File: src/hdl/rse_pkg.sv
package rse_pkg;

  localparam int unsigned WORD_W          = 32;
  localparam int unsigned STACK_DEPTH_DEF = 32;
  localparam int unsigned CFG_ADDR_W      = 3;
  localparam int unsigned CFG_DATA_W      = 32;

  localparam logic [2:0] KIND_PUSH_IMM = 3'd0;
  localparam logic [2:0] KIND_PUSH_X   = 3'd1;
  localparam logic [2:0] KIND_ADD      = 3'd2;
  localparam logic [2:0] KIND_SUB      = 3'd3;
  localparam logic [2:0] KIND_MUL      = 3'd4;
  localparam logic [2:0] KIND_DIV      = 3'd5;

  localparam logic [2:0] ST_OK    = 3'd0;
  localparam logic [2:0] ST_UNDER = 3'd1;
  localparam logic [2:0] ST_OVER  = 3'd2;
  localparam logic [2:0] ST_DIVZ  = 3'd3;
  localparam logic [2:0] ST_DEPTH = 3'd4;

  localparam logic REG_X_VALUE = 1'b0;

  typedef struct packed {
    logic [2:0]  kind;
    logic [30:0] immediate;
    logic        last;
  } in_t;

  typedef struct packed {
    logic signed [WORD_W-1:0] value;
    logic [2:0]               status;
  } out_t;

endpackage

File: src/hdl/rpn_stack_evaluator.sv
// Postfix program evaluator on a stack of signed 32-bit words.
// Each transfer on the in_ channel is one instruction: push immediate, push
// the x_value register, add, sub, mul or div. The item flagged last closes the
// program, and one transfer on the out_ channel then carries the sole stack
// word with status ok, or value zero with the first error or a depth error.
// x_value is written through the cfg_ port; the user must write it only while
// the block is idle, as the block itself does not enforce this. Add and sub
// first read the word below the top from the stack memory and then pass
// through the shared adder. Mul and div iterate one bit a cycle on the same
// adder. A last item then passes through S_FIN to load the output register.
// in_stall is high whenever the block is not idle.
// A result waits in the output register while out_stall is high; a following
// item that ends a program then waits until that register is free.
// Reset clears the stack depth, the error, the output valid and x_value.
module rpn_stack_evaluator #(
  parameter int unsigned STACK_DEPTH = rse_pkg::STACK_DEPTH_DEF
) (
  input  logic                            clk,
  input  logic                            rst_n,
  input  logic                            in_valid,
  output logic                            in_stall,
  input  rse_pkg::in_t                    in_data,
  output logic                            out_valid,
  input  logic                            out_stall,
  output rse_pkg::out_t                   out_data,
  input  logic                            cfg_psel,
  input  logic                            cfg_penable,
  input  logic                            cfg_pwrite,
  input  logic [rse_pkg::CFG_ADDR_W-1:0]  cfg_paddr,
  input  logic [rse_pkg::CFG_DATA_W-1:0]  cfg_pwdata,
  output logic [rse_pkg::CFG_DATA_W-1:0]  cfg_prdata,
  output logic                            cfg_pready
);

  localparam int unsigned W   = rse_pkg::WORD_W;
  localparam int unsigned AW  = (STACK_DEPTH > 1) ? $clog2(STACK_DEPTH) : 1;
  localparam int unsigned DW  = $clog2(STACK_DEPTH + 1);
  localparam int unsigned CW  = $clog2(W);
  localparam logic [DW-1:0] FULL = DW'(STACK_DEPTH);
  localparam logic [DW-1:0] ONE  = DW'(1);
  localparam logic [DW-1:0] TWO  = DW'(2);
  localparam logic [CW-1:0] CNT_LAST = CW'(W - 1);

  localparam logic [2:0] S_IDLE = 3'd0;
  localparam logic [2:0] S_OP   = 3'd1;
  localparam logic [2:0] S_DABS = 3'd2;
  localparam logic [2:0] S_MUL  = 3'd3;
  localparam logic [2:0] S_DIV  = 3'd4;
  localparam logic [2:0] S_DNEG = 3'd5;
  localparam logic [2:0] S_FIN  = 3'd6;

  logic [2:0]    state_r, state_nxt;
  logic [2:0]    err_r, err_nxt;
  logic [DW-1:0] depth_r, depth_nxt;
  logic [W-1:0]  tos_r, tos_nxt;
  logic [W-1:0]  acc_r, acc_nxt;
  logic [W-1:0]  opa_r, opa_nxt;
  logic [W-1:0]  opb_r, opb_nxt;
  logic [CW-1:0] cnt_r, cnt_nxt;
  logic          neg_r, neg_nxt;
  logic [2:0]    kind_r, kind_nxt;
  logic          last_r, last_nxt;
  logic [W-1:0]  x_value_r, x_value_nxt;
  logic          out_valid_r, out_valid_nxt;
  rse_pkg::out_t out_data_r, out_data_nxt;

  logic [W-1:0]  stack_mem [STACK_DEPTH];
  logic [W-1:0]  rd_data_r;
  logic [AW-1:0] rd_addr;
  logic [AW-1:0] wr_addr;
  logic [DW-1:0] depth_m1;
  logic [DW-1:0] depth_m2;
  logic          mem_we;

  logic [W-1:0]  add_a;
  logic [W-1:0]  add_b;
  logic          add_sub;
  logic [W:0]    sum;
  logic [W-1:0]  rem_sh;
  logic [W-1:0]  push_word;
  logic [2:0]    done_state;
  logic [2:0]    after_in;
  logic          cfg_wr;

  assign depth_m1   = depth_r - ONE;
  assign depth_m2   = depth_r - TWO;
  assign wr_addr    = depth_m1[AW-1:0];
  assign rd_addr    = depth_m2[AW-1:0];
  assign rem_sh     = {acc_r[W-2:0], opa_r[W-1]};
  assign push_word  = (in_data.kind == rse_pkg::KIND_PUSH_IMM) ?
                      {1'b0, in_data.immediate} : x_value_r;
  assign done_state = last_r ? S_FIN : S_IDLE;
  assign after_in   = in_data.last ? S_FIN : S_IDLE;

  assign in_stall   = (state_r != S_IDLE);
  assign out_valid  = out_valid_r;
  assign out_data   = out_data_r;

  assign cfg_pready = 1'b1;
  assign cfg_wr     = cfg_psel && cfg_penable && cfg_pwrite &&
                      (cfg_paddr[2] == rse_pkg::REG_X_VALUE);
  assign cfg_prdata = (cfg_paddr[2] == rse_pkg::REG_X_VALUE) ? x_value_r : '0;
  assign x_value_nxt = cfg_wr ? cfg_pwdata : x_value_r;

  always_comb begin
    add_a   = acc_r;
    add_b   = opb_r;
    add_sub = 1'b0;
    case (state_r)
      S_OP: begin
        if (kind_r == rse_pkg::KIND_DIV) begin
          add_a   = '0;
          add_b   = rd_data_r;
          add_sub = 1'b1;
        end else begin
          add_a   = rd_data_r;
          add_b   = tos_r;
          add_sub = (kind_r == rse_pkg::KIND_SUB);
        end
      end
      S_DABS: begin
        add_a   = '0;
        add_b   = tos_r;
        add_sub = 1'b1;
      end
      S_MUL: begin
        add_a = acc_r;
        add_b = opb_r[0] ? opa_r : '0;
      end
      S_DIV: begin
        add_a   = rem_sh;
        add_b   = opb_r;
        add_sub = 1'b1;
      end
      S_DNEG: begin
        add_a   = '0;
        add_b   = opa_r;
        add_sub = 1'b1;
      end
      default: begin
        add_a   = acc_r;
        add_b   = opb_r;
        add_sub = 1'b0;
      end
    endcase
  end

  assign sum = {1'b0, add_a} + {1'b0, add_b ^ {W{add_sub}}} + {{W{1'b0}}, add_sub};

  always_comb begin
    state_nxt     = state_r;
    err_nxt       = err_r;
    depth_nxt     = depth_r;
    tos_nxt       = tos_r;
    acc_nxt       = acc_r;
    opa_nxt       = opa_r;
    opb_nxt       = opb_r;
    cnt_nxt       = cnt_r;
    neg_nxt       = neg_r;
    kind_nxt      = kind_r;
    last_nxt      = last_r;
    out_valid_nxt = out_valid_r;
    out_data_nxt  = out_data_r;
    mem_we        = 1'b0;

    if (out_valid_r && !out_stall) begin
      out_valid_nxt = 1'b0;
    end

    unique case (state_r)
      S_IDLE: begin
        if (in_valid) begin
          kind_nxt = in_data.kind;
          last_nxt = in_data.last;
          state_nxt = after_in;
          if (err_r == rse_pkg::ST_OK) begin
            case (in_data.kind) inside
              rse_pkg::KIND_PUSH_IMM, rse_pkg::KIND_PUSH_X: begin
                if (depth_r == FULL) begin
                  err_nxt = rse_pkg::ST_OVER;
                end else begin
                  mem_we    = (depth_r != '0);
                  tos_nxt   = push_word;
                  depth_nxt = depth_r + ONE;
                end
              end
              rse_pkg::KIND_ADD, rse_pkg::KIND_SUB,
              rse_pkg::KIND_MUL, rse_pkg::KIND_DIV: begin
                if (depth_r < TWO) begin
                  err_nxt = rse_pkg::ST_UNDER;
                end else begin
                  state_nxt = S_OP;
                end
              end
              default: begin
                state_nxt = after_in;
              end
            endcase
          end
        end
      end
      S_OP: begin
        case (kind_r)
          rse_pkg::KIND_MUL: begin
            acc_nxt   = '0;
            opa_nxt   = rd_data_r;
            opb_nxt   = tos_r;
            cnt_nxt   = '0;
            state_nxt = S_MUL;
          end
          rse_pkg::KIND_DIV: begin
            if (tos_r == '0) begin
              err_nxt   = rse_pkg::ST_DIVZ;
              state_nxt = done_state;
            end else begin
              opa_nxt   = rd_data_r[W-1] ? sum[W-1:0] : rd_data_r;
              neg_nxt   = rd_data_r[W-1] ^ tos_r[W-1];
              state_nxt = S_DABS;
            end
          end
          default: begin
            tos_nxt   = sum[W-1:0];
            depth_nxt = depth_m1;
            state_nxt = done_state;
          end
        endcase
      end
      S_DABS: begin
        opb_nxt   = tos_r[W-1] ? sum[W-1:0] : tos_r;
        acc_nxt   = '0;
        cnt_nxt   = '0;
        state_nxt = S_DIV;
      end
      S_MUL: begin
        acc_nxt = sum[W-1:0];
        opa_nxt = {opa_r[W-2:0], 1'b0};
        opb_nxt = {1'b0, opb_r[W-1:1]};
        cnt_nxt = cnt_r + CW'(1);
        if (cnt_r == CNT_LAST) begin
          tos_nxt   = sum[W-1:0];
          depth_nxt = depth_m1;
          state_nxt = done_state;
        end
      end
      S_DIV: begin
        if (sum[W]) begin
          acc_nxt = sum[W-1:0];
          opa_nxt = {opa_r[W-2:0], 1'b1};
        end else begin
          acc_nxt = rem_sh;
          opa_nxt = {opa_r[W-2:0], 1'b0};
        end
        cnt_nxt = cnt_r + CW'(1);
        if (cnt_r == CNT_LAST) begin
          state_nxt = S_DNEG;
        end
      end
      S_DNEG: begin
        tos_nxt   = neg_r ? sum[W-1:0] : opa_r;
        depth_nxt = depth_m1;
        state_nxt = done_state;
      end
      S_FIN: begin
        if (!out_valid_r || !out_stall) begin
          out_valid_nxt = 1'b1;
          if (err_r != rse_pkg::ST_OK) begin
            out_data_nxt.value  = '0;
            out_data_nxt.status = err_r;
          end else if (depth_r != ONE) begin
            out_data_nxt.value  = '0;
            out_data_nxt.status = rse_pkg::ST_DEPTH;
          end else begin
            out_data_nxt.value  = tos_r;
            out_data_nxt.status = rse_pkg::ST_OK;
          end
          depth_nxt = '0;
          err_nxt   = rse_pkg::ST_OK;
          state_nxt = S_IDLE;
        end
      end
      default: begin
        state_nxt = S_IDLE;
      end
    endcase
  end

  always_ff @(posedge clk) begin
    if (mem_we) begin
      stack_mem[wr_addr] <= tos_r;
    end
    rd_data_r <= stack_mem[rd_addr];
  end

  always_ff @(posedge clk) begin
    if (!rst_n) begin
      state_r     <= S_IDLE;
      err_r       <= rse_pkg::ST_OK;
      depth_r     <= '0;
      out_valid_r <= 1'b0;
      x_value_r   <= '0;
    end else begin
      state_r     <= state_nxt;
      err_r       <= err_nxt;
      depth_r     <= depth_nxt;
      out_valid_r <= out_valid_nxt;
      x_value_r   <= x_value_nxt;
    end
  end

  always_ff @(posedge clk) begin
    tos_r      <= tos_nxt;
    acc_r      <= acc_nxt;
    opa_r      <= opa_nxt;
    opb_r      <= opb_nxt;
    cnt_r      <= cnt_nxt;
    neg_r      <= neg_nxt;
    kind_r     <= kind_nxt;
    last_r     <= last_nxt;
    out_data_r <= out_data_nxt;
  end

endmodule

File: config.mk
export PLATFORM = sky130hd
export DESIGN_NAME = rpn_stack_evaluator
export DESIGN_NICKNAME = d
export VERILOG_FILES = /design/src/hdl/rse_pkg.sv /design/src/hdl/rpn_stack_evaluator.sv
export SDC_FILE = /design/constraint.sdc
export NUM_CORES = 2
export LEC_CHECK = 0
export ABC_AREA = 0
export BUFFER_PORTS_ARGS = -buffer_cell sky130_fd_sc_hd__buf_4
export CAP_MARGIN = 10
export CELL_PAD_IN_SITES_DETAIL_PLACEMENT = 0
export CELL_PAD_IN_SITES_GLOBAL_PLACEMENT = 2
export CORE_AREA = 5 5 264 460
export CTS_CLUSTER_DIAMETER = 80
export CTS_CLUSTER_SIZE = 25
export DETAILED_ROUTE_END_ITERATION = 12
export DIE_AREA = 0 0 269 465
export PLACE_DENSITY_LB_ADDON = 0.08
export SYNTH_ARGS = -nofsm -noshare
export SYNTH_HDL_FRONTEND = slang
export SYNTH_SLANG_ARGS = --single-unit
export TNS_END_PERCENT = 100
File: constraint.sdc
create_clock -name clk -period 6.15 [get_ports clk]
set_input_delay 0.615 -clock clk [delete_from_list [all_inputs] [get_ports clk]]
set_output_delay 0.615 -clock clk [all_outputs]
set_load 0.005 [all_outputs]
==> summary.md <==
| Metric | Value |
|---|---|
| Worst Hold Depth | 1 |
| Pre-Repair DR Iteration Count | 6 |
| Max Used Layer | met4 |
| Die span in x | approximately 270 um |
| First-pass GRT wire length | around 250000 um |
| Hold_sp | in_data[0] |
| Part of the cycle the worst path needs | 96.09% |
| Worst Slack Setup Final | 0.2403 ns |
| Area growth, synth to finish | 10.59% |
| CP Launch Type | register |
| Most frequent cells in the layout | edfxtp_1, mux4_2, buf_4, nand2_1, nor2_1 |
| Synth warnings | 0 |
| Status | complete, no violations |
| Max FO, Critical Path | 15 |
| Die H | 465 um |
| Met2 wire len | 95030 um |
| Unique masters post-synth | 85 |
| PostCTS Resize Cnt | 0 |
| Largest family of logic cells by synthesized area | multiplexers |
| Mux share of post-synthesis cell area | 15.30% |
| Final Total Pwr | roughly 35 mW |
| Sw frac | around 44% |
| Wire length on met3 | 8192 um |
| I/O Buffers | roughly 140 |
| Total number of vias | 31690 |
| R2R Setup Slk | 0.24 ns |
| Final non-filler cell total | 5010 |
| Initial Util | 46.54% |
| P_int | 19.60 mW |
| Nets | 3556 |
| Final HPWL DP | 115200 um |
| XOR/XNOR Fraction of Synth Area | 1.168% |
| Hold Path Sink | last_r |
| 1st-iter DRT viols | 2830 |
| Met1 Wirelength | 61040 um |
| DRC viols | 0 |
| Worst-Skew Late Latency | 0.70 ns |
| CTS Buf Count | 60 |
| Critical Path RT | 6.54 ns |
| Setup CP Type | register to register |
| #FFs+latches synth | between 1000 and 1500 |
| Synth Area in Compound Gates | 6.505% |
| Setup-failing EPs final | 0 |
| Register area share after synthesis | 68.56% |
| DP Worst Slack | between 0.3 and 0.4 ns |
| Root Buffer | clkbuf_16 |
| Rows | 167 |
| Clock share of power | 13.6% |
| Die ar. | 0.1251 mm^2 |
| Worst hold-check path type | primary input to register |
| Hold slack final | 0.1264 ns |
| Clock Skew | between 0.04 and 0.05 ns |
| Synth Cell Area | between 0.05 and 0.06 mm^2 |
| Tmin final | 5.910 ns |
| R2R Path End | tos_r[28] |
| Number of vias per cell | approximately 6.3 |
| Deepest clock path buffer count | 3 |
| Final Max Slew Viols | 0 |
| Crit path DAT | 6.30 ns |
| Sequential power share | 34.7% |
| Commonest non-fill, non-tap cell in the layout | edfxtp_1 |
| Vias in the first global route | 32780 |
| Num Clock Sinks | 1273 |
| Post-synth EDFFs | 1197 |
| Total core area | 0.1174 mm^2 |
| Critical R2R Launch | state_r[1] |
| Antenna Violating Nets Remaining | 0 |
| CP Capture Type | register |
| CTS tree | yes |
| Remaining global-route overflow | 0 |
| Share of post-route cells with drive strength above 1 | 23.44% |
| Mapped Nets | 3386 |
| RSZ-0062 raised after global routing | no |
| H-tree levels | 2 |
| P_leak | 19.27 nW |
| Mapped Cells | roughly 3300 |
| Peak VDD IR | 0.4899 mV |
| Antenna violations before repair | 7 |
| Worst-path clk slew | 0.11 ns |
| Post-Place Cells | 4893 |
| Post-synth ARST share | 0% |
| Fmax | 169.2 MHz |
| Worst r2r path cells | 15 |
| Pwr Density | 576.5 mW/mm^2 |
| Largest net degree at the start of global routing | 146 |
| Comb pwr share | between 50% and 60% |
| Psw | 15.24 mW |
| GRT Resource Usage Total | 27.71% |
| WL/cell | 35.05 um |
| Setup TNS | 0 ns |
| Final Hold Viols | 0 |
| Rel. slew slack | 10.50% |
| Post-CTS setup repair buffer count | 0 |
| Worst slew pin tran | 1.305 ns |
| I/O Pins | 147 |
| Commonest register cell after synthesis | edfxtp_1 |
| Syn_area_per_cell | 16.74 um^2 |
| Post-Synth Simple-Gate Area | 5.788% |
| Drt total wl | 175600 um |
| Adder-Cell Fraction of Synth Area | 1.021% |
| Max-cap violation count | 0 |
| Hold_buf cts | 0 |
| GPL Wtd Cong | 0.9107 |
sequential cells by signal, summed over array words and instances, names as in the netlist, 2 cells and up:
name,flops
state_r,3
stack_mem,1024
opa_r,32
out_data,35
acc_r,32
err_r,2
kind_r,3
depth_r,6
x_value_r,32
tos_r,32
opb_r,32
cnt_r,5
rd_data_r,32
final cells by class:
class,instances,area [um^2]
Multi-Input combinational cell,1765,16670
Antenna cell,4,10.01
Timing Repair Buffer,316,2467
Tap cell,1521,1903
Fill cell,9745,57000
Inverter,19,71.32
Clock buffer,100,1662
Sequential cell,1273,37470
Clock inverter,12,172.7
how the worst max path moves through the flow:
| stage | start | end | slack, ns | cells past startpoint |
|---|---|---|---|---|
| final | state_r[1] | tos_r[28] | 0.24 | 15 |
| after global routing | state_r[1] | tos_r[31] | 0.08 | 18 |
| after CTS | state_r[1] | tos_r[28] | 0.31 | 15 |
| after detailed placement | state_r[1] | tos_r[28] | 0.37 | 15 |
| after global placement | state_r[1] | acc_r[9] | 0.37 | 18 |
| after floorplan | state_r[0] | acc_r[13] | 1.44 | 21 |
Yosys cell counts (6+ instances only):
cell	n	share of area, %
clkbuf_1	173	1.2
o21ai_0	81	0.74
and2_1	47	0.54
a21o_1	29	0.40
nand3_1	35	0.32
o31ai_1	6	0.082
dfxtp_1	76	2.8
buf_1	25	0.17
ha_1	43	0.98
o21ai_1	19	0.17
a211oi_1	9	0.12
nand2b_1	7	0.080
nor4_1	12	0.14
o21a_1	17	0.23
nor3_1	17	0.16
a22oi_1	48	0.66
a31oi_1	24	0.27
mux2i_1	78	1.4
nor3b_1	11	0.15
nand4_1	14	0.16
and3_1	8	0.092
o22ai_1	23	0.26
a21boi_0	39	0.54
a222oi_1	11	0.20
o211ai_1	11	0.15
nand2_1	301	2.1
xor2_1	45	0.72
nor2_1	155	1.1
mux4_2	320	13
mux2_2	33	0.68
o221ai_1	30	0.48
a21oi_1	113	1.0
inv_1	16	0.11
nor2b_1	54	0.62
a221oi_1	25	0.40
edfxtp_1	1197	66
xnor2_1	26	0.42
metrics by stage:
| step | instance area, um^2 | utilization (%) |
|---|---|---|
| floorplan | 54650 | - |
| global placement | 58570 | 49.88 |
| detailed placement | 58570 | 49.88 |
| CTS | 60410 | 51.44 |
| global route | 60430 | 51.46 |
| finish | 60430 | 51.46 |
metal layers:
metal	vias to the layer above	track usage [%]
met4	0	14.16
met2	1191	51.04
met5	-	0
met1	16790	31.82
met3	351	2.578
li1	13360	-
power by group through the flow:
stage	sequential (mW)	clock (mW)	combinational (mW)
2_1_floorplan	12.5	0	10.2
3_3_place_gp	12.3	0	17.7
3_5_place_dp	12.3	0	17.9
4_1_cts	12.1	4.82	17.9
5_1_grt	12.1	5.13	19.1
6_report	12.1	4.72	18.0
critical path, cell delays in order (launching register included):
cell,delay [ns]
dfxtp_1,0.54
buf_4,0.28
or3b_1,0.51
nor2_2,0.21
o2bb2ai_1,0.15
a21boi_0,0.32
mux2i_1,0.17
fa_1,0.53
and2b_1,0.35
o2111ai_1,0.22
a31o_1,0.34
o211a_1,0.32
or4b_4,0.67
and2_1,0.25
a211oi_2,0.46
o221ai_1,0.24
cell families after synthesis:
group           count (synthesis)
compound gates                529
xor+xnor                       72
fa+ha+maj                      44
buf+inv                       227
flops                        1273
mux                           431
other cells                     1
simple gates                  688
Note: power is estimated with default switching activity, not from simulation.
